<file path="src/rtl/core/assert_macros.svh">
// Assertion helpers for the RTL files of this block.
// Each macro expands to one labeled concurrent assertion with a reset disable.
`ifndef ASSERT_MACROS_SVH
`define ASSERT_MACROS_SVH

// The consequent must hold in the same cycle as the antecedent.
`define ASSERT_SAME(label, clk, rst, ante, cons, msg) \
   label: assert property (@(posedge clk) disable iff (rst) (ante) |-> (cons)) \
      else $error(msg);

// The consequent must hold in the cycle after the antecedent.
`define ASSERT_NEXT(label, clk, rst, ante, cons, msg) \
   label: assert property (@(posedge clk) disable iff (rst) (ante) |=> (cons)) \
      else $error(msg);

`endif

</file>
<file path="src/rtl/core/icdw_pkg.sv">
`timescale 1ns / 1ps
// ----------------------------------------------------------------------------
// I2C command/data writer package
// Shared item type and protocol constants for the write sequencer.
// ----------------------------------------------------------------------------
package icdw_pkg;

   localparam logic [7:0] ADDR_RESET  = 8'h78;
   localparam logic [7:0] CTRL_DATA   = 8'h40;
   localparam logic [7:0] CTRL_CMD    = 8'h00;
   localparam logic [7:0] MSB_MASK    = 8'h80;
   localparam int         QUEUE_DEPTH = 2;

   // One tick of input as it travels from the front queue to the sequencer.
   typedef struct packed {
      logic       start_request;
      logic       operation;
      logic [7:0] payload;
      logic       sda_sample;
   } item_type;

endpackage

</file>
<file path="src/rtl/core/icdw_req_if.sv">
`timescale 1ns / 1ps
// ----------------------------------------------------------------------------
// Request channel
// Valid/ready channel that carries one tick of requests and line samples.
// ----------------------------------------------------------------------------
interface icdw_req_if;
   logic       valid;
   logic       ready;
   logic       start_request;
   logic       operation;
   logic [7:0] payload;
   logic       sda_sample;

   modport source (output valid, output start_request, output operation,
                   output payload, output sda_sample, input ready);
   modport sink   (input valid, input start_request, input operation,
                   input payload, input sda_sample, output ready);
endinterface

</file>
<file path="src/rtl/core/icdw_rsp_if.sv">
`timescale 1ns / 1ps
// ----------------------------------------------------------------------------
// Response channel
// Valid/ready channel that carries the bus levels and status of one tick.
// ----------------------------------------------------------------------------
interface icdw_rsp_if;
   logic valid;
   logic ready;
   logic scl_level;
   logic sda_level;
   logic sda_drive;
   logic busy_res;
   logic done_res;
   logic address_nack;

   modport source (output valid, output scl_level, output sda_level,
                   output sda_drive, output busy_res, output done_res,
                   output address_nack, input ready);
   modport sink   (input valid, input scl_level, input sda_level,
                   input sda_drive, input busy_res, input done_res,
                   input address_nack, output ready);
endinterface

</file>
<file path="src/rtl/core/icdw_front.sv">
`timescale 1ns / 1ps
// ----------------------------------------------------------------------------
// Request front end
// Accepts request transactions and holds them in a short queue for the
// sequencer, so the request side never waits on a stalled response side
// until the queue is full.
// ----------------------------------------------------------------------------
module icdw_front #(
   parameter int Depth = icdw_pkg::QUEUE_DEPTH
) (
   input  logic               clock,
   input  logic               reset,
   icdw_req_if.sink           req_chan,
   input  logic               item_pop,
   output logic               item_valid,
   output icdw_pkg::item_type item
);
   import icdw_pkg::*;

   localparam int PtrW = (Depth > 1) ? $clog2(Depth) : 1;
   localparam int CntW = $clog2(Depth + 1);

   item_type          queue_ff [Depth];
   logic [PtrW-1:0]   wr_ptr_ff;
   logic [PtrW-1:0]   wr_ptr_in;
   logic [PtrW-1:0]   rd_ptr_ff;
   logic [PtrW-1:0]   rd_ptr_in;
   logic [CntW-1:0]   count_ff;
   logic [CntW-1:0]   count_in;
   logic              push;
   item_type          push_item;

   assign req_chan.ready = (count_ff != CntW'(Depth));
   assign push           = req_chan.valid && req_chan.ready;
   assign item_valid     = (count_ff != '0);
   assign item           = queue_ff[rd_ptr_ff];

   always_comb begin
      push_item.start_request = req_chan.start_request;
      push_item.operation     = req_chan.operation;
      push_item.payload       = req_chan.payload;
      push_item.sda_sample    = req_chan.sda_sample;

      wr_ptr_in = wr_ptr_ff;
      rd_ptr_in = rd_ptr_ff;
      count_in  = count_ff;
      if (push) begin
         wr_ptr_in = (wr_ptr_ff == PtrW'(Depth - 1)) ? '0 : wr_ptr_ff + 1'b1;
      end
      if (item_pop) begin
         rd_ptr_in = (rd_ptr_ff == PtrW'(Depth - 1)) ? '0 : rd_ptr_ff + 1'b1;
      end
      if (push && !item_pop) begin
         count_in = count_ff + 1'b1;
      end else if (!push && item_pop) begin
         count_in = count_ff - 1'b1;
      end
   end

   always_ff @(posedge clock) begin
      if (reset) begin
         wr_ptr_ff <= '0;
         rd_ptr_ff <= '0;
         count_ff  <= '0;
      end else begin
         wr_ptr_ff <= wr_ptr_in;
         rd_ptr_ff <= rd_ptr_in;
         count_ff  <= count_in;
      end
   end

   always_ff @(posedge clock) begin
      if (push) begin
         queue_ff[wr_ptr_ff] <= push_item;
      end
   end

endmodule

</file>
<file path="src/rtl/core/icdw_back.sv">
`timescale 1ns / 1ps
// ----------------------------------------------------------------------------
// Bus phase sequencer
// Steps the I2C write sequence by one pin phase per queued tick and
// registers the resulting line levels and status as a response transaction.
// ----------------------------------------------------------------------------
module icdw_back (
   input  logic               clock,
   input  logic               reset,
   input  logic               item_valid,
   input  icdw_pkg::item_type item,
   output logic               item_pop,
   input  logic               csr_wr_en,
   input  logic [7:0]         csr_wr_data,
   icdw_rsp_if.source         rsp_chan
);
   import icdw_pkg::*;

   typedef enum logic [3:0] {
      PH_IDLE,
      PH_START_SCL,
      PH_BIT_SET,
      PH_BIT_SCLH,
      PH_BIT_SCLL,
      PH_BIT_SDAL,
      PH_ACK_REL,
      PH_ACK_SCLH,
      PH_ACK_SAMP,
      PH_ACK_SCLL,
      PH_ACK_DRV,
      PH_STOP_SCL,
      PH_STOP_SDA
   } phase_type;

   logic [7:0] dev_addr_ff;
   phase_type  phase_ff,   phase_in;
   logic [2:0] bit_idx_ff, bit_idx_in;
   logic [1:0] byte_idx_ff, byte_idx_in;
   logic       op_ff,      op_in;
   logic [7:0] payload_ff, payload_in;
   logic       scl_ff,     scl_in;
   logic       sda_ff,     sda_in;
   logic       sda_en_ff,  sda_en_in;
   logic       nack_ff,    nack_in;
   logic       done_in;
   logic [7:0] cur_byte;

   logic rsp_valid_ff;
   logic rsp_scl_ff;
   logic rsp_sda_ff;
   logic rsp_drive_ff;
   logic rsp_busy_ff;
   logic rsp_done_ff;
   logic rsp_nack_ff;

   // One tick is consumed whenever the response register is free or draining.
   assign item_pop = item_valid && (!rsp_valid_ff || rsp_chan.ready);

   always_comb begin
      unique case (byte_idx_ff)
         2'd0:    cur_byte = dev_addr_ff;
         2'd1:    cur_byte = op_ff ? CTRL_DATA : CTRL_CMD;
         default: cur_byte = payload_ff;
      endcase
   end

   always_comb begin
      phase_in    = phase_ff;
      bit_idx_in  = bit_idx_ff;
      byte_idx_in = byte_idx_ff;
      op_in       = op_ff;
      payload_in  = payload_ff;
      scl_in      = scl_ff;
      sda_in      = sda_ff;
      sda_en_in   = sda_en_ff;
      nack_in     = nack_ff;
      done_in     = 1'b0;

      unique case (phase_ff)
         PH_START_SCL: begin
            scl_in      = 1'b0;
            bit_idx_in  = '0;
            byte_idx_in = '0;
            phase_in    = PH_BIT_SET;
         end
         PH_BIT_SET: begin
            sda_in   = |(cur_byte & (MSB_MASK >> bit_idx_ff));
            phase_in = PH_BIT_SCLH;
         end
         PH_BIT_SCLH: begin
            scl_in   = 1'b1;
            phase_in = PH_BIT_SCLL;
         end
         PH_BIT_SCLL: begin
            scl_in   = 1'b0;
            phase_in = PH_BIT_SDAL;
         end
         PH_BIT_SDAL: begin
            sda_in = 1'b0;
            if (bit_idx_ff == 3'd7) begin
               phase_in = PH_ACK_REL;
            end else begin
               bit_idx_in = bit_idx_ff + 1'b1;
               phase_in   = PH_BIT_SET;
            end
         end
         PH_ACK_REL: begin
            sda_en_in = 1'b0;
            phase_in  = PH_ACK_SCLH;
         end
         PH_ACK_SCLH: begin
            scl_in   = 1'b1;
            phase_in = PH_ACK_SAMP;
         end
         PH_ACK_SAMP: begin
            // Only the address byte's acknowledge is checked.
            if (byte_idx_ff == 2'd0 && item.sda_sample) begin
               nack_in = 1'b1;
            end
            phase_in = PH_ACK_SCLL;
         end
         PH_ACK_SCLL: begin
            scl_in   = 1'b0;
            phase_in = PH_ACK_DRV;
         end
         PH_ACK_DRV: begin
            sda_en_in = 1'b1;
            if (nack_ff || byte_idx_ff[1]) begin
               phase_in = PH_STOP_SCL;
            end else begin
               byte_idx_in = byte_idx_ff + 1'b1;
               bit_idx_in  = '0;
               phase_in    = PH_BIT_SET;
            end
         end
         PH_STOP_SCL: begin
            scl_in   = 1'b1;
            phase_in = PH_STOP_SDA;
         end
         PH_STOP_SDA: begin
            sda_in      = 1'b1;
            done_in     = 1'b1;
            bit_idx_in  = '0;
            byte_idx_in = '0;
            phase_in    = PH_IDLE;
         end
         default: begin
            phase_in  = PH_IDLE;
            scl_in    = 1'b1;
            sda_in    = 1'b1;
            sda_en_in = 1'b1;
            if (item.start_request) begin
               op_in       = item.operation;
               payload_in  = item.payload;
               nack_in     = 1'b0;
               bit_idx_in  = '0;
               byte_idx_in = '0;
               sda_in      = 1'b0;
               phase_in    = PH_START_SCL;
            end
         end
      endcase
   end

   always_ff @(posedge clock) begin
      if (reset) begin
         dev_addr_ff  <= ADDR_RESET;
         phase_ff     <= PH_IDLE;
         bit_idx_ff   <= '0;
         byte_idx_ff  <= '0;
         op_ff        <= 1'b0;
         payload_ff   <= '0;
         scl_ff       <= 1'b1;
         sda_ff       <= 1'b1;
         sda_en_ff    <= 1'b1;
         nack_ff      <= 1'b0;
         rsp_valid_ff <= 1'b0;
         rsp_scl_ff   <= 1'b1;
         rsp_sda_ff   <= 1'b1;
         rsp_drive_ff <= 1'b1;
         rsp_busy_ff  <= 1'b0;
         rsp_done_ff  <= 1'b0;
         rsp_nack_ff  <= 1'b0;
      end else begin
         if (csr_wr_en) begin
            dev_addr_ff <= csr_wr_data;
         end
         if (item_pop) begin
            phase_ff     <= phase_in;
            bit_idx_ff   <= bit_idx_in;
            byte_idx_ff  <= byte_idx_in;
            op_ff        <= op_in;
            payload_ff   <= payload_in;
            scl_ff       <= scl_in;
            sda_ff       <= sda_in;
            sda_en_ff    <= sda_en_in;
            nack_ff      <= nack_in;
            rsp_valid_ff <= 1'b1;
            rsp_scl_ff   <= scl_in;
            // A released line rests high through the pull-up.
            rsp_sda_ff   <= sda_en_in ? sda_in : 1'b1;
            rsp_drive_ff <= sda_en_in;
            rsp_busy_ff  <= (phase_in != PH_IDLE);
            rsp_done_ff  <= done_in;
            rsp_nack_ff  <= done_in && nack_in;
         end else if (rsp_chan.ready) begin
            rsp_valid_ff <= 1'b0;
         end
      end
   end

   assign rsp_chan.valid        = rsp_valid_ff;
   assign rsp_chan.scl_level    = rsp_scl_ff;
   assign rsp_chan.sda_level    = rsp_sda_ff;
   assign rsp_chan.sda_drive    = rsp_drive_ff;
   assign rsp_chan.busy_res     = rsp_busy_ff;
   assign rsp_chan.done_res     = rsp_done_ff;
   assign rsp_chan.address_nack = rsp_nack_ff;

endmodule

</file>
<file path="src/rtl/core/i2c_master_command_data_writer.sv">
`timescale 1ns / 1ps
// Each request transaction is one tick of the bus sequencer and yields exactly one
// response transaction with the SCL/SDA levels and status after that tick. The block
// takes one tick per clock cycle while the queue has room; a tick enters a two-entry
// queue and leaves it into the phase sequencer, whose response register holds the
// result, so a tick's response is offered only after the tick has passed through
// the queue and into the response register. A full byte costs 32 ticks plus 5
// for its acknowledge; a complete write takes 1 + 1 + 3 * 37 + 2 ticks.
// The address register may be written only while no ticks are outstanding.
`include "assert_macros.svh"
// ----------------------------------------------------------------------------
// I2C command/data writer
// Bit-level I2C master that writes an address, a control byte and one
// command or data byte, one pin phase per request transaction.
// ----------------------------------------------------------------------------
module i2c_master_command_data_writer #(
   parameter int QueueDepth = icdw_pkg::QUEUE_DEPTH
) (
   input  logic       clock,
   input  logic       reset,
   icdw_req_if.sink   req_chan,
   icdw_rsp_if.source rsp_chan,
   input  logic       csr_wr_en,
   input  logic [7:0] csr_wr_data
);
   import icdw_pkg::*;

   logic     item_valid;
   logic     item_pop;
   item_type item;
   logic     rsp_vld;
   logic     rsp_done;
   logic     rsp_busy;
   logic     rsp_nack;
   logic     rsp_drive;
   logic     rsp_sda;

   icdw_front #(
      .Depth (QueueDepth)
   ) u_front (
      .clock      (clock),
      .reset      (reset),
      .req_chan   (req_chan),
      .item_pop   (item_pop),
      .item_valid (item_valid),
      .item       (item)
   );

   icdw_back u_back (
      .clock       (clock),
      .reset       (reset),
      .item_valid  (item_valid),
      .item        (item),
      .item_pop    (item_pop),
      .csr_wr_en   (csr_wr_en),
      .csr_wr_data (csr_wr_data),
      .rsp_chan    (rsp_chan)
   );

   assign rsp_vld   = rsp_chan.valid;
   assign rsp_done  = rsp_chan.done_res;
   assign rsp_busy  = rsp_chan.busy_res;
   assign rsp_nack  = rsp_chan.address_nack;
   assign rsp_drive = rsp_chan.sda_drive;
   assign rsp_sda   = rsp_chan.sda_level;

   `ASSERT_SAME(a_pop_needs_item, clock, reset, item_pop, item_valid, "pop from empty queue")
   `ASSERT_NEXT(a_pop_fills_rsp, clock, reset, item_pop, rsp_vld, "tick lost after pop")
   `ASSERT_SAME(a_done_not_busy, clock, reset, rsp_vld && rsp_done, !rsp_busy, "done while busy")
   `ASSERT_SAME(a_nack_done, clock, reset, rsp_vld && rsp_nack, rsp_done, "nack without done")
   `ASSERT_SAME(a_release_high, clock, reset, rsp_vld && !rsp_drive, rsp_sda, "SDA released low")

endmodule

</file>
<file path="src/flat_wrapper.sv">
// flat-port wrapper written by rule: the top's interface ports become plain ports
module i2c_master_command_data_writer_flat import icdw_pkg::*;
#(
   parameter int QueueDepth = icdw_pkg::QUEUE_DEPTH
)
  (clock, reset, csr_wr_en, csr_wr_data, req_chan_valid, req_chan_start_request, req_chan_operation, req_chan_payload, req_chan_sda_sample, req_chan_ready, rsp_chan_valid, rsp_chan_scl_level, rsp_chan_sda_level, rsp_chan_sda_drive, rsp_chan_busy_res, rsp_chan_done_res, rsp_chan_address_nack, rsp_chan_ready);
  icdw_req_if req_chan_i ();
  icdw_rsp_if rsp_chan_i ();
  input  logic clock;
  input  logic reset;
  input  logic csr_wr_en;
  input  logic [7:0] csr_wr_data;
  input wire logic [$bits(req_chan_i.valid)-1:0] req_chan_valid;
  input wire logic [$bits(req_chan_i.start_request)-1:0] req_chan_start_request;
  input wire logic [$bits(req_chan_i.operation)-1:0] req_chan_operation;
  input wire logic [$bits(req_chan_i.payload)-1:0] req_chan_payload;
  input wire logic [$bits(req_chan_i.sda_sample)-1:0] req_chan_sda_sample;
  output wire logic [$bits(req_chan_i.ready)-1:0] req_chan_ready;
  output wire logic [$bits(rsp_chan_i.valid)-1:0] rsp_chan_valid;
  output wire logic [$bits(rsp_chan_i.scl_level)-1:0] rsp_chan_scl_level;
  output wire logic [$bits(rsp_chan_i.sda_level)-1:0] rsp_chan_sda_level;
  output wire logic [$bits(rsp_chan_i.sda_drive)-1:0] rsp_chan_sda_drive;
  output wire logic [$bits(rsp_chan_i.busy_res)-1:0] rsp_chan_busy_res;
  output wire logic [$bits(rsp_chan_i.done_res)-1:0] rsp_chan_done_res;
  output wire logic [$bits(rsp_chan_i.address_nack)-1:0] rsp_chan_address_nack;
  input wire logic [$bits(rsp_chan_i.ready)-1:0] rsp_chan_ready;
  assign req_chan_i.valid = req_chan_valid;
  assign req_chan_i.start_request = req_chan_start_request;
  assign req_chan_i.operation = req_chan_operation;
  assign req_chan_i.payload = req_chan_payload;
  assign req_chan_i.sda_sample = req_chan_sda_sample;
  assign req_chan_ready = req_chan_i.ready;
  assign rsp_chan_valid = rsp_chan_i.valid;
  assign rsp_chan_scl_level = rsp_chan_i.scl_level;
  assign rsp_chan_sda_level = rsp_chan_i.sda_level;
  assign rsp_chan_sda_drive = rsp_chan_i.sda_drive;
  assign rsp_chan_busy_res = rsp_chan_i.busy_res;
  assign rsp_chan_done_res = rsp_chan_i.done_res;
  assign rsp_chan_address_nack = rsp_chan_i.address_nack;
  assign rsp_chan_i.ready = rsp_chan_ready;
  i2c_master_command_data_writer #(.QueueDepth(QueueDepth)) u_core (.clock(clock), .reset(reset), .req_chan(req_chan_i), .rsp_chan(rsp_chan_i), .csr_wr_en(csr_wr_en), .csr_wr_data(csr_wr_data));
endmodule
</file>
<file path="config.mk">
export PLATFORM = sky130hd
export DESIGN_NAME = i2c_master_command_data_writer_flat
export DESIGN_NICKNAME = d
export VERILOG_FILES = /design/src/rtl/core/icdw_pkg.sv /design/src/rtl/core/icdw_req_if.sv /design/src/rtl/core/icdw_rsp_if.sv /design/src/rtl/core/icdw_front.sv /design/src/rtl/core/icdw_back.sv /design/src/rtl/core/i2c_master_command_data_writer.sv /design/src/flat_wrapper.sv
export VERILOG_INCLUDE_DIRS = /design/src /design/src/rtl/core
export SDC_FILE = /design/constraint.sdc
export NUM_CORES = 1
export LEC_CHECK = 0
export BUFFER_PORTS_ARGS = -buffer_cell sky130_fd_sc_hd__buf_2
export CORE_ASPECT_RATIO = 1.5
export CORE_MARGIN = 10
export CORE_UTILIZATION = 40
export DETAILED_ROUTE_END_ITERATION = 8
export HOLD_SLACK_MARGIN = 0.12
export SETUP_SLACK_MARGIN = 0.15
export SYNTH_ARGS = -nofsm -noshare
export SYNTH_HDL_FRONTEND = slang
export SYNTH_SLANG_ARGS = --single-unit
</file>
<file path="constraint.sdc">
create_clock -name clock -period 2 [get_ports clock]
set_clock_uncertainty 0.1 [all_clocks]
set_input_delay 0.4 -clock clock [delete_from_list [all_inputs] [get_ports clock]]
set_output_delay 0.4 -clock clock [all_outputs]
set_load 0.05 [all_outputs]
</file>
==> reports/qor.yml, run 1 <==
final-seq-area_mm2: 0.00147
outcome: "finished clean"
die_h_um: 125
synth.avg_cell_area_um2: 10.1
seq_area_frac_synth: 0.496
netlist_area_mm2: 0.00295
io-pin-count: 32
total_power_mw: 4.73
nFillCells: 698
diodes: 0
maxCapViolCount: 0
drt_pass1_iterations: 6
holdCritPathClass: "input port to register"
overflow: 0
stdcell_area_mm2: 0.00369
crit_fanout: 3
grt_use_total: 0.115
clock-sinks: 62
cp-start-kind: "register"
insertion_delay_ps: 350
timing.fmax_mhz: 512
antenna_found_initial: 0
final_antenna_net_count: 0
crit_path_end_kind: "register"
r2r_end: "u_core.u_back.bit_idx_ff[0]$_SDFFE_PP0P_"
multi_input_comb_area_mm2: 0.00147
holdPathStages: 1
critPathArrivalTime_ps: 2090
r2r_cells: 4
die_w_um: 90.1
cts-htree-levels: 3
gp_congestion: 0.824
hold_ws_ps: 141
rows: 38
peakVddDrop_mv: 0.651
min_from: "req_chan_payload[3]"
worst_pin_slew_ps: 498
power_leakage_nw: 1.41
synth_largest_area_cell: "dfxtp_1"
worstSetupPathType: "register to register"
rsz0062_at_grt: "true"
period_minus_slack_ps: 1950
grt_max_degree: 25
path_clk_slew_ps: 70
via_per_inst: 5.23
synth_cell_type_count: 51
wl_per_cell_um: 14.4
synth_nets: 325
fin_nets: 372
dieArea_mm2: 0.0113
reg2reg_setup_slack_ps: 50
layout-drive-gt1-share: 0.291
r2r-start: "u_core.u_back.byte_idx_ff[1]$_SDFFE_PP0P_"
crit_required_ps: 2140
cts_max_path_buffers: 2
drc: 0
whs_endpoint: "u_core.u_front.queue_ff[0][4]$_DFFE_PP_"
numCtsBuffers: 9
postSynthCellCount: 292
synthTopCellsByArea: "dfxtp_1 27%, edfxtp_1 22%, mux2i_1 4.8%"
drt_iter0_drc: 94
vias: 2321
start_util: 0.408
max_slew_margin: 0.668
core-area_mm2: 0.00723
synth_top_area_frac: 0.272
yosysWarnings: 0
io_buffers: 31
synth_enable_flop_cells: 22
post-route-period-util: 0.976
powerDensity_mw_per_mm2: 1280
first_global_vias: 2334
dp_hpwl_um: 4530
post-route-util: 0.510
syn_to_final_growth_pct: 25.1
routed_wl_um: 6400
cts_tree: "yes"
ys_async_sr_fraction: 0
slew_violations: 0
synth-seq-cells: 62
setup_viol: 0
yosys_most_used_dff: "dfxtp_1"
grt_pass1_wl_um: 10700
dpl-instance-area_mm2: 0.00331
finalHoldViolCount: 0
cts_root_buf: "clkbuf_8"
-- cells in the final DEF, fill, tap and decap left out, types with 6 or more instances in the layout --
cell type  instances
a211o_1            6
a211oi_1          11
a21oi_1           13
a22o_1             7
a31oi_1            7
buf_2             31
buf_4             20
clkbuf_8           9
dfxtp_1           34
dfxtp_2            6
edfxtp_1          22
ha_1               7
inv_1             11
mux2i_1           14
nand2_1            9
nand3_1            6
nor2_1            30
nor2b_1            9
o21ai_0            8
-- through the flow --
| stage | TNS (ps) | instances | worst slack [ps] |
|---|---|---|---|
| final | 0 | 444 | 47.7 |
| after CTS | 0 | 440 | 48.0 |
| after global placement | 0 | 422 | 19.7 |
| after floorplan | -17.3 | 292 | -17.3 |
| after global routing | -12.0 | 444 | -12.0 |
| after detailed placement | 0 | 422 | 7.87 |
-- what timing repair did --
action / in CTS / in global routing
endpoints found under the hold margin: 2 / 2
pin swaps: 0 / 10
endpoints found under the setup margin: 7 / 20
hold buffers: 1 / 1
setup buffers: 1 / 3
gates resized for setup: 5 / 28
-- worst max-delay path by stage --
| stage | start | to | cells after the start |
|---|---|---|---|
| 2_1_floorplan | u_core.u_back.rsp_chan.valid$_SDFFE_PP0P_ | u_core.u_front.count_ff[1]$_SDFFE_PP0P_ | 7 |
| 3_3_place_gp | u_core.u_back.byte_idx_ff[1]$_SDFFE_PP0P_ | u_core.u_back.bit_idx_ff[0]$_SDFFE_PP0P_ | 4 |
| 3_5_place_dp | u_core.u_back.byte_idx_ff[1]$_SDFFE_PP0P_ | u_core.u_back.sda_ff$_SDFFE_PP1P_ | 7 |
| 4_1_cts | u_core.u_back.byte_idx_ff[1]$_SDFFE_PP0P_ | u_core.u_back.bit_idx_ff[0]$_SDFFE_PP0P_ | 4 |
| 5_1_grt | u_core.u_back.byte_idx_ff[1]$_SDFFE_PP0P_ | u_core.u_back.bit_idx_ff[0]$_SDFFE_PP0P_ | 4 |
| 6_report | u_core.u_back.byte_idx_ff[1]$_SDFFE_PP0P_ | u_core.u_back.bit_idx_ff[0]$_SDFFE_PP0P_ | 4 |
-- cell usage after synthesis, types with 2 or more instances --
| cell | n |
|---|---|
| dfxtp_1 | 40 |
| nor2_1 | 32 |
| edfxtp_1 | 22 |
| a21oi_1 | 17 |
| clkbuf_1 | 14 |
| mux2i_1 | 14 |
| inv_1 | 12 |
| a211oi_1 | 11 |
| nor2b_1 | 10 |
| ha_1 | 9 |
| nand2_1 | 9 |
| o21ai_0 | 9 |
| a31oi_1 | 8 |
| a22o_1 | 7 |
| a211o_1 | 6 |
| nand3_1 | 6 |
| nor3b_1 | 6 |
| a22oi_1 | 5 |
| nand2b_1 | 5 |
| nor3_1 | 5 |
| and2_1 | 3 |
| and3_1 | 3 |
| buf_1 | 3 |
| or3_1 | 3 |
| xor2_1 | 3 |
| buf_2 | 2 |
| mux2_2 | 2 |
| o221ai_1 | 2 |
| o31ai_1 | 2 |
-- logic make-up after synthesis --
| kind of cell | after synthesis | share of synthesized area |
|---|---|---|
| XOR/XNOR | 4 | 0.0119 |
| flip-flops | 62 | 0.496 |
| adder cells (fa/ha/maj) | 9 | 0.0382 |
| buffers and inverters | 32 | 0.0429 |
| AND/OR/NAND/NOR | 89 | 0.161 |
| multiplexers | 17 | 0.0590 |
| AO/OA/AOI/OAI | 79 | 0.192 |
-- final cells by class --
class                      instances  area share
timing repair buffer              56      0.0998
multi-input combinational        198       0.399
inverter                          12      0.0129
clock inverter                     5      0.0204
tap                              100      0.0339
clock buffer                      11      0.0356
sequential                        62       0.398
-- sequential cells by signal, indices dropped and copies added (netlist names), named ones only --
name                                 count
u_core.u_front.queue_ff                 22
u_core.u_back.dev_addr_ff                8
u_core.u_back.payload_ff                 8
u_core.u_back.phase_ff                   4
u_core.u_back.bit_idx_ff                 3
u_core.u_back.byte_idx_ff                2
u_core.u_front.count_ff                  2
u_core.u_back.nack_ff                    1
u_core.u_back.op_ff                      1
u_core.u_back.rsp_chan.address_nack      1
u_core.u_back.rsp_chan.busy_res          1
u_core.u_back.rsp_chan.done_res          1
u_core.u_back.rsp_chan.scl_level         1
u_core.u_back.rsp_chan.sda_drive         1
u_core.u_back.rsp_chan.sda_level         1
u_core.u_back.rsp_chan.valid             1
u_core.u_back.sda_ff                     1
u_core.u_front.rd_ptr_ff                 1
u_core.u_front.wr_ptr_ff                 1
-- power breakdown --
group	internal (mW)	total (mW)	switching [mW]	leakage [nW]
combinational	0.785	1.81	1.03	0.764
clock	0.696	1.17	0.479	0.107
sequential	1.59	1.74	0.152	0.536
-- metal layers --
layer  up-vias  routed length [µm]  global-route usage
met5         -                   0                   0
met4         0                 218              0.0695
met1      1094                2670               0.122
li1       1172                   -                   -
met3        16                 233              0.0365
met2        39                3280               0.193
-- worst max-delay path: stages (launching register included) --
cell       delay (ps)
dfxtp_2           320
or4b_4            540
a2111oi_4         410
a31oi_2           180
mux2_2            280
Power figures use the tool's default switching activity.
==> inputs of run 2 (changes only) <==
CORE_UTILIZATION = 45   (was 40)
PLACE_DENSITY = 0.66   (was unset)
==> run 2 against run 1 <==
- die area down 9.0%
- clock-buffer cell count fell by 2
- clock power decreased by 7%
- critical endpoint unchanged
- final cell count shrank 5.9%
- sequential share of layout area increased by 0.68 points
- critical path type unchanged
- register-to-register slack about the same
- maximum frequency rose by 0.45%
- sequential power about the same
- critical path depth unchanged
==> reports/qor.yml, run 2 (same netlist as run 1, synthesis figures left out) <==
largest_register_ffs: 22  # unchanged
grt_max_degree: 20  # was 25
layout-drive-gt1-share: 0.310  # was 0.291
internal-power_mw: 2.94  # was 3.07 mW
drt_iter0_drc: 150  # was 94
dp_hpwl_um: 4510  # was 4530 µm
maxCapViolCount: 0  # unchanged
rsz0062_at_grt: "true"  # unchanged
slew_violations: 0  # unchanged
dpl-instance-area_mm2: 0.00327  # was 0.00331 mm²
hold_buffers: 0  # was 1
power_leakage_nw: 1.39  # was 1.41 nW
final_antenna_net_count: 0  # unchanged
antenna_found_initial: 0  # unchanged
whs_endpoint: "u_core.u_front.queue_ff[1][2]$_DFFE_PP_"  # was u_core.u_front.queue_ff[0][4]$_DFFE_PP_
post-route-period-util: 0.972  # was 0.976
grt_pass1_wl_um: 10500  # was 10700 µm
drc: 0  # unchanged
reg.largest.list: "u_core.u_front.queue_ff (22), u_core.u_back.dev_addr_ff (8), u_core.u_back.payload_ff (8)"  # unchanged
path_clk_slew_ps: 70  # about the same
finalHoldViolCount: 0  # unchanged
crit_path_end_kind: "register"  # unchanged
nFillCells: 591  # was 698
powerDensity_mw_per_mm2: 1270  # was 1280 mW/mm²
pwr-share-comb: 0.386  # was 0.383
core-area_mm2: 0.00644  # was 0.00723 mm²
wl_per_cell_um: 15.2  # was 14.4 µm
dieArea_mm2: 0.0103  # was 0.0113 mm²
fin_nets: 370  # was 372
holdPathStages: 1  # unchanged
diodes: 0  # unchanged
holdCritPathClass: "input port to register"  # unchanged
first_global_vias: 2394  # was 2334
cts_tree: "yes"  # unchanged
grt_use_total: 0.126  # was 0.115
cts_root_buf: "clkbuf_8"  # unchanged
io-pin-count: 32  # unchanged
min_from: "req_chan_payload[1]"  # was req_chan_payload[3]
gp_congestion: 0.829  # was 0.824
reg2reg_setup_slack_ps: 60  # was 50 ps
regMostFlops: "u_core.u_front.queue_ff"  # unchanged
setup_viol: 0  # unchanged
routed_wl_um: 6340  # was 6400 µm
critPathArrivalTime_ps: 2080  # was 2090 ps
max_slew_margin: 0.669  # was 0.668
start_util: 0.457  # was 0.408
vias: 2327  # was 2321
die_h_um: 119  # was 125 µm
worst_pin_slew_ps: 496  # was 498 ps
outcome: "finished clean"  # unchanged
clock-sinks: 62  # unchanged
cp-start-kind: "register"  # unchanged
via_per_inst: 5.57  # was 5.23
p_sw_frac: 0.365  # was 0.351
stdcell_area_mm2: 0.00363  # was 0.00369 mm²
seq_power_share: 0.378  # was 0.368
io_buffers: 31  # unchanged
r2r-start: "u_core.u_back.phase_ff[0]$_SDFFE_PP0P_"  # was u_core.u_back.byte_idx_ff[1]$_SDFFE_PP0P_
r2r_end: "u_core.u_back.bit_idx_ff[0]$_SDFFE_PP0P_"  # unchanged
crit_required_ps: 2130  # was 2140 ps
final_cell_mix: "31 x buf_2, 31 x dfxtp_1, 29 x nor2_1, 22 x edfxtp_1, 19 x buf_4"  # was 34 x dfxtp_1, 31 x buf_2, 30 x nor2_1, 22 x edfxtp_1, 20 x buf_4
cts_max_path_buffers: 2  # unchanged
insertion_delay_ps: 340  # was 350 ps
timing.fmax_mhz: 515  # was 512 MHz
worstSetupPathType: "register to register"  # unchanged
power.switching_mw: 1.69  # was 1.66 mW
cts-htree-levels: 3  # unchanged
syn_to_final_growth_pct: 23.4  # was 25.1%
drt_pass1_iterations: 4  # was 6
final-seq-area_mm2: 0.00147  # about the same
die_w_um: 86.1  # was 90.1 µm
numCtsBuffers: 9  # unchanged
period_minus_slack_ps: 1940  # was 1950 ps
p_clk_frac: 0.236  # was 0.248
r2r_cells: 4  # unchanged
finalSetupTns_ps: 0  # unchanged
crit_fanout: 3  # unchanged
rows: 36  # was 38
peakVddDrop_mv: 0.572  # was 0.651 mV
multi_input_comb_area_mm2: 0.00147  # unchanged
overflow: 0  # unchanged
==> run 2: worst max-delay path by stage <==
stage | start | to | slack, ps | cells after the start
5_1_grt | u_core.u_back.byte_idx_ff[1]$_SDFFE_PP0P_ | u_core.u_back.rsp_chan.sda_level$_SDFFE_PP1P_ | -30 | 9
4_1_cts | u_core.u_back.phase_ff[0]$_SDFFE_PP0P_ | u_core.u_back.bit_idx_ff[0]$_SDFFE_PP0P_ | 70 | 4
6_report | u_core.u_back.phase_ff[0]$_SDFFE_PP0P_ | u_core.u_back.bit_idx_ff[0]$_SDFFE_PP0P_ | 60 | 4
3_5_place_dp | u_core.u_back.byte_idx_ff[1]$_SDFFE_PP0P_ | u_core.u_back.sda_ff$_SDFFE_PP1P_ | 10 | 7
3_3_place_gp | u_core.u_back.byte_idx_ff[1]$_SDFFE_PP0P_ | u_core.u_back.bit_idx_ff[0]$_SDFFE_PP0P_ | 50 | 4
2_1_floorplan | u_core.u_back.rsp_chan.valid$_SDFFE_PP0P_ | u_core.u_front.count_ff[1]$_SDFFE_PP0P_ | -20 | 7
==> run 2: cell type report <==
| cell class | instances | area share |
|---|---|---|
| Timing Repair Buffer | 54 | 0.0967 |
| Tap cell | 76 | 0.0262 |
| Inverter | 12 | 0.0131 |
| Clock inverter | 7 | 0.0200 |
| Clock buffer | 9 | 0.0341 |
| Multi-Input combinational cell | 198 | 0.405 |
| Sequential cell | 62 | 0.405 |
==> run 2: worst max-delay path: stages, from the launching register on <==
cell	delay (ps)
dfxtp_2	340
or4b_4	520
a2111oi_4	410
a31oi_2	180
mux2_2	280
==> run 2: per-stage QoR <==
| stage | setup slack, ps | utilization | power [mW] | instances | hold slack (ps) |
|---|---|---|---|---|---|
| 6_report | 56.5 | 0.564 | 4.62 | 418 | 139 |
| 5_1_grt | -27.7 | 0.564 | 4.94 | 418 | 124 |
| 4_1_cts | 71.3 | 0.544 | 4.63 | 414 | 120 |
| 3_5_place_dp | 11.6 | 0.508 | 3.49 | 397 | 349 |
| 3_3_place_gp | 51.4 | 0.508 | 3.47 | 397 | 342 |
| 2_1_floorplan | -17.3 | - | 2.99 | 292 | 352 |
==> run 2: what timing repair did <==
item | CTS | global route
pin swaps | 3 | 9
setup endpoints to repair | 16 | 19
gates resized for setup | 8 | 28
buffers inserted | 1 | 4
cloned | 0 | 0
==> run 2: power groups by stage <==
stage / combinational [mW] / sequential [mW] / clock (mW)
6_report: 1.78 / 1.75 / 1.09
5_1_grt: 1.98 / 1.78 / 1.18
4_1_cts: 1.76 / 1.74 / 1.12
3_5_place_dp: 1.72 / 1.77 / 0
3_3_place_gp: 1.70 / 1.76 / 0
2_1_floorplan: 1.14 / 1.85 / 0
==> run 2: per-layer routing <==
layer  routed length, µm  track usage  up-vias
met3                 232       0.0273       17
met4                 200       0.0837        0
met2                3280        0.213       58
li1                    -            -     1162
met5                   0            0        -
met1                2630        0.136     1090
==> inputs of run 3 (changes only) <==
SYNTH_HIERARCHICAL = 1   (was unset)
==> run 3 against run 2 <==
- combinational power up 23%
- maximum frequency up 1.5%
- non-clock buffer count grew 17
- largest cell class is now multi-input combinational cells
==> reports/qor.yml, run 3 <==
drc: 0  # unchanged
synth_top_area_frac: 0.272  # about the same
total_power_mw: 4.86  # was 4.62 mW
synth_common_cells: "40 x dfxtp_1, 32 x nor2_1, 22 x edfxtp_1"  # unchanged
routed_wl_um: 7130  # was 6340 µm
cp-start-kind: "register"  # unchanged
cts-htree-levels: 3  # unchanged
die_h_um: 119  # about the same
wl_per_cell_um: 16.3  # was 15.2 µm
finalHoldViolCount: 0  # unchanged
post-route-util: 0.593  # was 0.564
seq_area_frac_synth: 0.496  # about the same
start_util: 0.458  # was 0.457
drt_iter0_drc: 158  # was 150
grt_use_total: 0.138  # was 0.126
yosys_most_used_dff: "dfxtp_1"  # unchanged
rows: 36  # unchanged
layout-drive-gt1-share: 0.406  # was 0.310
crit_fanout: 5  # was 3
synth_nets: 323  # was 325
power_leakage_nw: 1.53  # was 1.39 nW
post-route-worst-setup-slack_ps: 85.9  # was 56.5 ps
reg.largest.list: "u_core/u_front/queue_ff (22), u_core/u_back/dev_addr_ff (8), u_core/u_back/payload_ff (8)"  # was u_core.u_front.queue_ff (22), u_core.u_back.dev_addr_ff (8), u_core.u_back.payload_ff (8)
powerDensity_mw_per_mm2: 1270  # about the same
period_minus_slack_ps: 1910  # was 1940 ps
regMostFlops: "u_core/u_front/queue_ff"  # was u_core.u_front.queue_ff
timing.fmax_mhz: 522  # was 515 MHz
mostFrequentLayoutCell: "buf_4"
synth_cell_type_count: 49  # was 51
fin_nets: 388  # was 370
ys_async_sr_fraction: 0  # unchanged
dp_hpwl_um: 4820  # was 4510 µm
slew_violations: 0  # unchanged
via_per_inst: 5.40  # was 5.57
dieArea_mm2: 0.0103  # about the same
yosysWarnings: 6  # was 0
cts_tree: "yes"  # unchanged
yosysMostFrequentCell: "dfxtp_1"  # unchanged
postSynthCellCount: 290  # was 292
synth_enable_flop_cells: 22  # unchanged
io-pin-count: 32  # unchanged
synthTopCellsByArea: "dfxtp_1 27%, edfxtp_1 22%, mux2i_1 5.1%"  # was dfxtp_1 27%, edfxtp_1 22%, mux2i_1 4.8%
antenna_found_initial: 0  # unchanged
crit_path_end_kind: "register"  # unchanged
overflow: 0  # unchanged
core-area_mm2: 0.00644  # unchanged
drt_pass1_iterations: 4  # unchanged
clock-sinks: 62  # unchanged
final_cell_mix: "36 x buf_4, 31 x buf_2, 31 x nor2_1, 27 x dfxtp_1, 22 x edfxtp_1"  # was 31 x buf_2, 31 x dfxtp_1, 29 x nor2_1, 22 x edfxtp_1, 19 x buf_4
largest_register_ffs: 22  # unchanged
gp_congestion: 0.909  # was 0.829
peakVddDrop_mv: 0.685  # was 0.572 mV
grt_max_degree: 26  # was 20
first_global_vias: 2437  # was 2394
io_buffers: 31  # unchanged
synth.avg_cell_area_um2: 10.2  # was 10.1 µm²
post-route-period-util: 0.957  # was 0.972
worst_pin_slew_ps: 501  # was 496 ps
insertion_delay_ps: 330  # was 340 ps
hold_buffers: 0  # unchanged
setup_viol: 0  # unchanged
max_slew_margin: 0.666  # was 0.669
outcome: "finished clean"  # unchanged
diodes: 0  # unchanged
vias: 2353  # was 2327
final_antenna_net_count: 0  # unchanged
holdCritPathClass: "input port to register"  # unchanged
die_w_um: 86.1  # about the same
path_clk_slew_ps: 60  # was 70 ps
rsz0062_at_grt: "true"  # unchanged
cts_root_buf: "clkbuf_8"  # unchanged
pre_cts_slack_ps: -5.77  # was 11.6 ps
grt_pass1_wl_um: 11400  # was 10500 µm
synth_largest_area_cell: "dfxtp_1"  # unchanged
cts_max_path_buffers: 2  # unchanged
syn_to_final_growth_pct: 29.6  # was 23.4%
critPathArrivalTime_ps: 2040  # was 2080 ps
synth-seq-cells: 62  # unchanged
maxCapViolCount: 0  # unchanged
worstSetupPathType: "register to register"  # unchanged
numCtsBuffers: 9  # unchanged
crit_required_ps: 2130  # about the same
netlist_area_mm2: 0.00295  # about the same
-- run 3: cell types whose count changed after synthesis, sizes merged, moves of 5 or more --
cell	change
a211oi	-9
a22o	-7
a31oi	-7
mux2	+9
nand3b	+5
o21ai	+8
-- run 3: what timing repair did --
| item | in CTS | in global routing |
|---|---|---|
| setup endpoints to repair | 17 | 18 |
| resized for setup | 32 | 18 |
| buffers inserted | 9 | 1 |
| gates cloned | 1 | 0 |
| pin swaps | 16 | 4 |
-- run 3: stage by stage --
stage	hold slack [ps]	std cells	area, µm²	setup TNS [ps]
2_1_floorplan	340	290	2990	0
5_1_grt	127	436	3820	0
3_5_place_dp	350	409	3390	-5.77
3_3_place_gp	342	409	3390	0
6_report	154	436	3820	0
4_1_cts	129	435	3750	0
-- run 3: worst paths after layout --
path | slack (ps) | to | from | cells after the start
worst max-delay path | 90 | u_core/u_back/bit_idx_ff[1]$_SDFFE_PP0P_ | u_core/u_back/bit_idx_ff[0]$_SDFFE_PP0P_ | 7
worst min-delay path | 150 | u_core/u_front/queue_ff[0][8]$_DFFE_PP_ | req_chan_payload[7] | 1
worst max register to register | 90 | u_core/u_back/bit_idx_ff[1]$_SDFFE_PP0P_ | u_core/u_back/bit_idx_ff[0]$_SDFFE_PP0P_ | 7
worst min register to register | 360 | u_core/u_back/rsp_chan.done_res$_SDFFE_PP0P_ | u_core/u_back/rsp_chan.done_res$_SDFFE_PP0P_ | 2
-- run 3: layout make-up --
type	instances	area, µm²
fill	553	2620
multi-input combinational	197	1550
sequential	62	1490
timing repair buffer	71	470
clock buffer	14	153
tap	76	95.1
inverter	14	52.6
clock inverter	2	10.0
-- run 3: worst max-delay path, stage by stage (launching register included) --
cell      delay, ps
dfxtp_4         370
ha_4            180
ha_4            180
nand2b_4         70
a21oi_1          60
o21ba_2         220
or4_1           530
o31ai_1         110
-- run 3: logic make-up after synthesis --
logic type | after synthesis | synth area share
adder cells (fa/ha/maj) | 9 | 0.0382
buffers and inverters | 31 | 0.0433
AND/OR/NAND/NOR | 86 | 0.157
multiplexers | 27 | 0.0967
AO/OA/AOI/OAI | 71 | 0.157
flip-flops | 62 | 0.496
XOR/XNOR | 4 | 0.0119
-- run 3: report_power, final --
part | total [mW] | switching, mW | internal, mW
registers | 1.74 | 0.166 | 1.58
logic | 2.19 | 1.18 | 1.01
clock network | 0.927 | 0.445 | 0.482
total | 4.86 | 1.79 | 3.07
-- run 3: per-layer routing --
layer | share of wire | GRT usage | vias up
met5 | 0 | 0 | -
met4 | 0.024 | 0.0816 | 0
met3 | 0.031 | 0.0341 | 12
met2 | 0.55 | 0.233 | 52
met1 | 0.40 | 0.150 | 1110
li1 | - | - | 1179
